## src/sv/prdtq_pkg.sv

```systemverilog
package prdtq_pkg;

  localparam int READY_DEPTH_DEF = 16;
  localparam int DELAY_DEPTH_DEF = 16;

  localparam logic [1:0] OP_ENQUEUE  = 2'd0;
  localparam logic [1:0] OP_RERUN    = 2'd1;
  localparam logic [1:0] OP_TICK     = 2'd2;
  localparam logic [1:0] OP_DISPATCH = 2'd3;

  localparam logic [2:0] ST_OK          = 3'd0;
  localparam logic [2:0] ST_READY_FULL  = 3'd1;
  localparam logic [2:0] ST_DELAY_FULL  = 3'd2;
  localparam logic [2:0] ST_READY_EMPTY = 3'd3;
  localparam logic [2:0] ST_NO_CURRENT  = 3'd4;

  typedef struct packed {
    logic [1:0]  operation;
    logic [7:0]  task_id;
    logic [7:0]  priority_req;
    logic [15:0] delay;
  } in_item_t;

  typedef struct packed {
    logic       dispatched;
    logic [7:0] out_task_id;
    logic [7:0] out_priority;
    logic [2:0] status;
    logic [4:0] ready_count;
  } out_item_t;

  typedef struct packed {
    logic [7:0] id;
    logic [7:0] prio;
  } task_t;

  // Command broadcast to every ready cell.
  typedef struct packed {
    logic  ins;
    logic  pop;
    task_t tsk;
  } rdy_cmd_t;

  // Command broadcast to every delay cell.
  typedef struct packed {
    logic        push;
    logic        dec;
    logic [15:0] ticks;
    task_t       tsk;
  } dly_cmd_t;

endpackage

```

## src/sv/prdtq_ready_cell.sv

```systemverilog
module prdtq_ready_cell (
  input  logic                clk,
  input  logic                rst_n,
  input  prdtq_pkg::rdy_cmd_t cmd,
  input  logic                left_valid,
  input  prdtq_pkg::task_t    left_tsk,
  input  logic                left_ge,
  input  logic                right_valid,
  input  prdtq_pkg::task_t    right_tsk,
  output logic                valid,
  output prdtq_pkg::task_t    tsk,
  output logic                ge
);
  import prdtq_pkg::*;

  logic  valid_r, valid_nxt;
  task_t tsk_r, tsk_nxt;

  // An occupied cell whose priority is not below the new one keeps its place.
  assign ge = valid_r && (tsk_r.prio >= cmd.tsk.prio);

  always_comb begin
    valid_nxt = valid_r;
    tsk_nxt   = tsk_r;
    if (cmd.pop) begin
      valid_nxt = right_valid;
      tsk_nxt   = right_tsk;
    end else if (cmd.ins && !ge && left_ge) begin
      valid_nxt = 1'b1;
      tsk_nxt   = cmd.tsk;
    end else if (cmd.ins && !ge && !left_ge) begin
      valid_nxt = left_valid;
      tsk_nxt   = left_tsk;
    end
  end

  always_ff @(posedge clk) begin
    if (!rst_n) begin
      valid_r <= 1'b0;
    end else begin
      valid_r <= valid_nxt;
    end
    tsk_r <= tsk_nxt;
  end

  assign valid = valid_r;
  assign tsk   = tsk_r;
endmodule

```

## src/sv/prdtq_delay_cell.sv

```systemverilog
module prdtq_delay_cell (
  input  logic                clk,
  input  logic                rst_n,
  input  prdtq_pkg::dly_cmd_t cmd,
  input  logic                left_valid,
  input  logic                right_valid,
  input  logic [15:0]         right_ticks,
  input  prdtq_pkg::task_t    right_tsk,
  input  logic                compact,
  output logic                valid,
  output logic [15:0]         ticks,
  output prdtq_pkg::task_t    tsk
);
  import prdtq_pkg::*;

  logic        valid_r, valid_nxt;
  logic [15:0] ticks_r, ticks_nxt;
  task_t       tsk_r, tsk_nxt;

  always_comb begin
    valid_nxt = valid_r;
    ticks_nxt = ticks_r;
    tsk_nxt   = tsk_r;
    if (cmd.push && !valid_r && left_valid) begin
      valid_nxt = 1'b1;
      ticks_nxt = cmd.ticks;
      tsk_nxt   = cmd.tsk;
    end else if (cmd.dec && valid_r) begin
      ticks_nxt = ticks_r - 16'd1;
    end else if (compact) begin
      // Shift one place towards the head; the head entry has left.
      valid_nxt = right_valid;
      ticks_nxt = right_ticks;
      tsk_nxt   = right_tsk;
    end
  end

  always_ff @(posedge clk) begin
    if (!rst_n) begin
      valid_r <= 1'b0;
    end else begin
      valid_r <= valid_nxt;
    end
    ticks_r <= ticks_nxt;
    tsk_r   <= tsk_nxt;
  end

  assign valid = valid_r;
  assign ticks = ticks_r;
  assign tsk   = tsk_r;
endmodule

```

## src/sv/priority_ready_and_delay_task_queue.sv

```systemverilog
// Channel | Direction | Handshake          | Payload
// in_     | input     | in_valid/in_ready   | in_item_t (operation, task_id, priority_req, delay)
// out_    | output    | out_valid/out_ready | out_item_t (one result per transaction)
//
// Enqueue, rerun and dispatch pass from the execute state to the output state, where
// the result is registered; the next transaction is accepted once it has been taken.
// A tick first decrements every live delay entry, then walks the live delay entries
// once, one per cycle, the head either expiring into the ready row (or being dropped
// with ST_READY_FULL when that row is full) or rotating to the end of the live entries.
// Reset (rst_n low, synchronous) empties both rows and clears the current task.
// One transaction is worked on at a time; a stalled result holds the next one.
module priority_ready_and_delay_task_queue #(
  parameter int READY_DEPTH = prdtq_pkg::READY_DEPTH_DEF,
  parameter int DELAY_DEPTH = prdtq_pkg::DELAY_DEPTH_DEF
) (
  input  logic                 clk,
  input  logic                 rst_n,
  input  logic                 in_valid,
  output logic                 in_ready,
  input  prdtq_pkg::in_item_t  in_data,
  output logic                 out_valid,
  input  logic                 out_ready,
  output prdtq_pkg::out_item_t out_data
);
  import prdtq_pkg::*;

  localparam int RCW = $clog2(READY_DEPTH + 1);
  localparam int DCW = $clog2(DELAY_DEPTH + 1);

  localparam logic [2:0] S_IDLE = 3'd0;
  localparam logic [2:0] S_EXEC = 3'd1;
  localparam logic [2:0] S_DEC  = 3'd2;
  localparam logic [2:0] S_WALK = 3'd3;
  localparam logic [2:0] S_OUT  = 3'd4;

  logic [2:0]     state_r, state_nxt;
  in_item_t       item_r;
  logic [RCW-1:0] rfill_r, rfill_nxt;
  logic [DCW-1:0] dfill_r, dfill_nxt;
  logic [DCW-1:0] walk_r, walk_nxt;
  logic           cur_valid_r, cur_valid_nxt;
  task_t          cur_r, cur_nxt;
  logic [2:0]     status_r, status_nxt;
  logic           disp_r, disp_nxt;
  task_t          otsk_r, otsk_nxt;
  logic           out_valid_r, out_valid_nxt;

  rdy_cmd_t rcmd;
  dly_cmd_t dcmd;
  logic     dcompact;

  logic  rvalid [READY_DEPTH];
  task_t rtsk   [READY_DEPTH];
  logic  rge    [READY_DEPTH];
  logic        dvalid [DELAY_DEPTH];
  logic [15:0] dticks [DELAY_DEPTH];
  task_t       dtsk   [DELAY_DEPTH];
  logic        rotate;

  for (genvar g = 0; g < READY_DEPTH; g++) begin : g_rdy
    prdtq_ready_cell u_cell (
      .clk         (clk),
      .rst_n       (rst_n),
      .cmd         (rcmd),
      .left_valid  ((g == 0) ? 1'b1 : rvalid[(g == 0) ? 0 : g - 1]),
      .left_tsk    (rtsk[(g == 0) ? 0 : g - 1]),
      .left_ge     ((g == 0) ? 1'b1 : rge[(g == 0) ? 0 : g - 1]),
      .right_valid ((g == READY_DEPTH - 1) ? 1'b0 : rvalid[(g == READY_DEPTH - 1) ? g : g + 1]),
      .right_tsk   (rtsk[(g == READY_DEPTH - 1) ? g : g + 1]),
      .valid       (rvalid[g]),
      .tsk         (rtsk[g]),
      .ge          (rge[g])
    );
  end

  // During a walk the head moves out and, when still pending, re-enters just
  // behind the other live entries, so the live part rotates and keeps its order.
  for (genvar g = 0; g < DELAY_DEPTH; g++) begin : g_dly
    logic        rv;
    logic [15:0] rt;
    task_t       rk;
    always_comb begin
      rv = (g == DELAY_DEPTH - 1) ? 1'b0 : dvalid[(g == DELAY_DEPTH - 1) ? g : g + 1];
      rt = dticks[(g == DELAY_DEPTH - 1) ? g : g + 1];
      rk = dtsk[(g == DELAY_DEPTH - 1) ? g : g + 1];
      if (rotate && (dfill_r == DCW'(g + 1))) begin
        rv = 1'b1;
        rt = dticks[0];
        rk = dtsk[0];
      end
    end
    prdtq_delay_cell u_cell (
      .clk         (clk),
      .rst_n       (rst_n),
      .cmd         (dcmd),
      .left_valid  ((g == 0) ? 1'b1 : dvalid[(g == 0) ? 0 : g - 1]),
      .right_valid (rv),
      .right_ticks (rt),
      .right_tsk   (rk),
      .compact     (dcompact),
      .valid       (dvalid[g]),
      .ticks       (dticks[g]),
      .tsk         (dtsk[g])
    );
  end

  logic rfull, dfull, expired;
  assign rfull   = (rfill_r == RCW'(READY_DEPTH));
  assign dfull   = (dfill_r == DCW'(DELAY_DEPTH));
  assign expired = (dticks[0] == 16'd0);

  always_comb begin
    state_nxt     = state_r;
    rfill_nxt     = rfill_r;
    dfill_nxt     = dfill_r;
    walk_nxt      = walk_r;
    cur_valid_nxt = cur_valid_r;
    cur_nxt       = cur_r;
    status_nxt    = status_r;
    disp_nxt      = disp_r;
    otsk_nxt      = otsk_r;
    out_valid_nxt = out_valid_r;
    rcmd          = '0;
    dcmd          = '0;
    dcompact      = 1'b0;
    rotate        = 1'b0;
    unique case (state_r)
      S_IDLE: begin
        if (in_valid) begin
          status_nxt = ST_OK;
          disp_nxt   = 1'b0;
          otsk_nxt   = '0;
          state_nxt  = (in_data.operation == OP_TICK) ? S_DEC : S_EXEC;
        end
      end
      S_EXEC: begin
        state_nxt = S_OUT;
        unique case (item_r.operation)
          OP_ENQUEUE: begin
            if (rfull) begin
              status_nxt = ST_READY_FULL;
            end else begin
              rcmd.ins     = 1'b1;
              rcmd.tsk.id   = item_r.task_id;
              rcmd.tsk.prio = item_r.priority_req;
              rfill_nxt    = rfill_r + RCW'(1);
            end
          end
          OP_RERUN: begin
            if (!cur_valid_r) begin
              status_nxt = ST_NO_CURRENT;
            end else begin
              cur_valid_nxt = 1'b0;
              if (dfull) begin
                status_nxt = ST_DELAY_FULL;
              end else begin
                dcmd.push  = 1'b1;
                dcmd.ticks = (item_r.delay == 16'd0) ? 16'd1 : item_r.delay;
                dcmd.tsk   = cur_r;
                dfill_nxt  = dfill_r + DCW'(1);
              end
            end
          end
          OP_DISPATCH: begin
            if (rfill_r == '0) begin
              status_nxt = ST_READY_EMPTY;
            end else begin
              rcmd.pop      = 1'b1;
              rfill_nxt     = rfill_r - RCW'(1);
              cur_valid_nxt = 1'b1;
              cur_nxt       = rtsk[0];
              otsk_nxt      = rtsk[0];
              disp_nxt      = 1'b1;
            end
          end
          default: begin
          end
        endcase
      end
      S_DEC: begin
        dcmd.dec  = 1'b1;
        walk_nxt  = dfill_r;
        state_nxt = S_WALK;
      end
      S_WALK: begin
        if (walk_r == '0) begin
          state_nxt = S_OUT;
        end else begin
          walk_nxt = walk_r - DCW'(1);
          dcompact = 1'b1;
          if (expired) begin
            dfill_nxt = dfill_r - DCW'(1);
            if (rfull) begin
              status_nxt = ST_READY_FULL;
            end else begin
              rcmd.ins  = 1'b1;
              rcmd.tsk  = dtsk[0];
              rfill_nxt = rfill_r + RCW'(1);
            end
          end else begin
            rotate = 1'b1;
          end
        end
      end
      S_OUT: begin
        out_valid_nxt = 1'b1;
        if (out_valid_r && out_ready) begin
          out_valid_nxt = 1'b0;
          state_nxt     = S_IDLE;
        end
      end
      default: state_nxt = S_IDLE;
    endcase
  end

  always_ff @(posedge clk) begin
    if (!rst_n) begin
      state_r     <= S_IDLE;
      rfill_r     <= '0;
      dfill_r     <= '0;
      walk_r      <= '0;
      cur_valid_r <= 1'b0;
      cur_r       <= '0;
      out_valid_r <= 1'b0;
    end else begin
      state_r     <= state_nxt;
      rfill_r     <= rfill_nxt;
      dfill_r     <= dfill_nxt;
      walk_r      <= walk_nxt;
      cur_valid_r <= cur_valid_nxt;
      cur_r       <= cur_nxt;
      out_valid_r <= (state_r == S_OUT) ? out_valid_nxt : 1'b0;
    end
    status_r <= status_nxt;
    disp_r   <= disp_nxt;
    otsk_r   <= otsk_nxt;
    if (state_r == S_IDLE && in_valid) begin
      item_r <= in_data;
    end
  end

  assign in_ready                = (state_r == S_IDLE);
  assign out_valid               = out_valid_r;
  assign out_data.dispatched     = disp_r;
  assign out_data.out_task_id    = otsk_r.id;
  assign out_data.out_priority   = otsk_r.prio;
  assign out_data.status         = status_r;
  assign out_data.ready_count    = 5'(rfill_r);
endmodule

```

## config.mk

```make
export PLATFORM = sky130hd
export DESIGN_NAME = priority_ready_and_delay_task_queue
export DESIGN_NICKNAME = d
export VERILOG_FILES = /design/src/sv/prdtq_pkg.sv /design/src/sv/prdtq_ready_cell.sv /design/src/sv/prdtq_delay_cell.sv /design/src/sv/priority_ready_and_delay_task_queue.sv
export SDC_FILE = /design/constraint.sdc
export NUM_CORES = 2
export LEC_CHECK = 0
export BUFFER_PORTS_ARGS = -buffer_cell sky130_fd_sc_hd__buf_2
export CAP_MARGIN = 30
export CORE_MARGIN = 1
export CORE_UTILIZATION = 45
export DETAILED_ROUTE_END_ITERATION = 8
export GPL_TIMING_DRIVEN = 1
export PLACE_DENSITY = 0.69
export SLEW_MARGIN = 20
export SYNTH_ARGS = -nofsm -noshare
export SYNTH_HDL_FRONTEND = slang
export SYNTH_SLANG_ARGS = --single-unit
```

## constraint.sdc

```tcl
create_clock -name clk -period 6.74 [get_ports clk]
set_input_delay 0.674 -clock clk [delete_from_list [all_inputs] [get_ports clk]]
set_output_delay 0.674 -clock clk [all_outputs]
set_load 0.005 [all_outputs]
```

==> results by group <==
Clock network
  – CTS tree: yes
  – Setup bufs post-CTS: 0
  – Post-cts repair resize count: 0
  – Clock buffer count from CTS: 101
  – Worst skew pair latency: 720 ps
  – CTS Buffer Depth: 3
  – Clock Pin Slew Worst Setup and Hold Paths: 60 ps
  – H-tree Lvls: 3
  – Hold-fix buffers at CTS: 0
  – Clk sinks: 890
  – Root Driver: clkbuf_16

Final layout
  – P&R area growth vs syn: 10.3%
  – Post-layout util: 50.0%
  – Final net count: 5170
  – Non-Filler Instances: 6576
  – Layout cells sized above 1: 9.46%

Synthesis
  – Syn_area_per_cell: 10.2 um2
  – Primary FF master, synth: edfxtp_1
  – Synth Warn #: 0
  – Netlist cell types: 81
  – Synthesized instance count: 5090
  – Syn_nets: 5284
  – Top cell type by total area after synthesis: edfxtp_1
  – Mapped Area: 51800 um2
  – Async S/R FF share, synth: 0%
  – Synth top area cells: edfxtp_1 (48%), nand2_1 (6.0%), mux2i_1 (5.1%)
  – Area fraction of the dominant cell type after synthesis: 47.7%
  – Synth Register Bits: 890
  – Number of enable flip-flop cells after synthesis: 822
  – Post-synthesis sequential area ratio: 50.3%

Routing
  – Total Wirelength: 169 mm
  – Avg Vias per Cell: 6.48
  – DRT Pass-1 Iters: 8
  – Initial DRC count: 5716
  – Avg WL per Cell: 25.7 um
  – Post-route DRC: 0
  – Antenna Violating Nets Remaining: 0
  – DR vias: 42600

Setup path
  – Crit Path Category: flip-flop to flip-flop
  – Worst path most repeated cell: buf_4
  – Worst-path cell chain: inv_1 -> ha_1 -> nor3b_4 -> nand4_1 -> nor3_2 -> buf_4 -> a22o_1 -> buf_4 -> inv_1 -> buf_4 -> ha_1 -> nor3b_1 -> nor2_1 -> o31ai_1 -> and3_1 -> nand2_1 -> a31o_2
  – Worst EP required: 7200 ps
  – Worst path slowest cell: edfxtp_1
  – Critical path peak fanout: 18
  – Crit path arrival time: 6650 ps
  – CP endpoint kind: flip-flop
  – Startpoint Class: flip-flop
  – Largest stage delay, worst path: 720 ps

STA
  – Final hold violation count: 0
  – Max-slew headroom: 27.5%
  – Fin Clk Skew: 44.8 ps
  – Max-slew violation count: 0
  – Final setup vio count: 0
  – Min Clock Period, post-route: 6190 ps
  – Slew @ Worst Pin: 1090 ps
  – Final worst path period share: 91.8%
  – Fmax: 0.162 GHz
  – Unrepaired setup endpoints after global routing: no
  – WHS: 143 ps
  – TNS Setup: 0 ps

Placement
  – Gpl congestion: 0.923
  – Post-DP HPWL: 109 mm
  – DP Cell Count: 6366
  – IO buf count: 64

Global route
  – First-pass GRT wire length: 253 mm
  – Vias in the first global route: 40416
  – Largest net degree at the start of global routing: 154
  – Antenna violations before repair: 2
  – Total GRT Usage: 28.2%
  – Congestion Overflow GR: 0

Power and ir drop
  – Leak: 21.8 nW
  – VDD IR max: 0.194 mV
  – Post-layout total power: 13.1 mW
  – Power density cells: 229 nW/um2

Floorplan
  – DIE AREA: 116000 um2
  – Die height: 341 um
  – Die width: 341 um
  – I/O pin count: 65
  – CORE AREA: 114000 um2
  – Initial Util: 45.3%
  – Row cnt: 124

Min path
  – Hold WC Path Type: input pin to flip-flop

Run
  – Max Cap Viol: 0

Run status
  – Status: completed
-- worst paths after layout --
| path | startpoint | end | slack [ps] | depth (start not counted) |
|---|---|---|---|---|
| min | in_data[21] | item_r[21] | 140 | 1 |
| min reg2reg | g_dly[1].u_cell.tsk[4] | g_dly[0].u_cell.tsk[4] | 520 | 2 |
| max | g_dly[0].u_cell.ticks[1] | g_rdy[14].u_cell.tsk[14] | 550 | 17 |
| max reg2reg | g_dly[0].u_cell.ticks[1] | g_rdy[14].u_cell.tsk[14] | 550 | 17 |
-- metal layers --
layer  GRT usage (%)  share of wire, %  up-vias
li1                -                 -    18781
met1            38.9                40    20636
met3            5.44                11      495
met5               0            0.0059        -
met4            11.7               4.4        2
met2            43.5                44     2686
-- cell type report --
| cell class | instances | area, um2 |
|---|---|---|
| tap | 1512 | 1890 |
| inverter | 81 | 304 |
| sequential | 890 | 26000 |
| clock inverter | 61 | 647 |
| fill | 10178 | 57100 |
| clock buffer | 129 | 2710 |
| multi-input combinational | 3687 | 23800 |
| antenna | 1 | 2.50 |
| timing repair buffer | 215 | 1740 |
-- cell usage after synthesis (46+ instances only) --
cell	count
xnor2_1	86
ha_1	156
edfxtp_1	822
buf_2	50
nor4_1	46
o21ai_0	188
nand2_1	822
nor3_1	83
dfxtp_1	68
nor2b_1	53
o22ai_1	115
nor2_1	393
a21oi_1	211
a31oi_1	190
xor2_1	121
clkbuf_1	322
a22o_1	222
mux2i_1	265
a21o_1	189
inv_1	81
a221oi_1	93
-- worst max-delay path, delay by kind of cell (launching register included) --
kind / cells / cell delay (ps)
adders and majority gates: 2 / 400
AOI/OAI and AO/OA: 3 / 950
DFF: 1 / 720
buffers and inverters: 5 / 1320
and+or+nand+nor: 7 / 2540
-- per-stage QoR --
step	area, um2	worst slack, ps
6_report	57100	549
3_3_place_gp	53200	768
2_1_floorplan	51800	1800
4_1_cts	56800	662
5_1_grt	57100	280
3_5_place_dp	53500	659
-- logic make-up (layout without fill, tap and decap cells) --
group                    count (synthesis)  count (layout)  synth area share (%)
AO/OA/AOI/OAI                         1385            1385                  18.6
XOR/XNOR                               207             207                  3.50
adder cells (fa/ha/maj)                156             156                  3.77
buffers and inverters                  513             486                  3.98
flip-flops                             890             890                  50.3
multiplexers                           284             284                  5.54
other                                    0               1                     0
AND/OR/NAND/NOR                       1655            1655                  14.3
-- where the power goes --
| part | total [mW] | internal (mW) | switching, mW |
|---|---|---|---|
| registers | 6.45 | 6.26 | 0.197 |
| clock network | 5.69 | 3.27 | 2.42 |
| logic | 0.936 | 0.317 | 0.619 |
-- sequential cells by signal (all words and copies together), names as in the netlist --
register and flops:
cur_valid_r 1, g_dly.u_cell.ticks 256, out_valid 1, rfill_r 5, cur_r 16, g_rdy.u_cell.valid 16, status_r 3, dfill_r 5
disp_r 1, g_rdy.u_cell.tsk 256, state_r 3, item_r 34, g_dly.u_cell.tsk 256, out_data 16, walk_r 5, g_dly.u_cell.valid 16
-- layout by cell type, fill, tap and decap left out, types with 80 or more instances in the layout --
| cell type | count |
|---|---|
| mux2i_1 | 265 |
| xnor2_1 | 86 |
| a21oi_1 | 210 |
| edfxtp_1 | 822 |
| a22o_1 | 220 |
| a21o_1 | 189 |
| clkbuf_16 | 103 |
| buf_4 | 115 |
| nor3_1 | 82 |
| nor2_1 | 386 |
| nand2_1 | 820 |
| a31oi_1 | 190 |
| a221oi_1 | 93 |
| xor2_1 | 121 |
| o21ai_0 | 187 |
| inv_1 | 80 |
| ha_1 | 156 |
| o22ai_1 | 115 |
(Power assumes the default switching activity.)
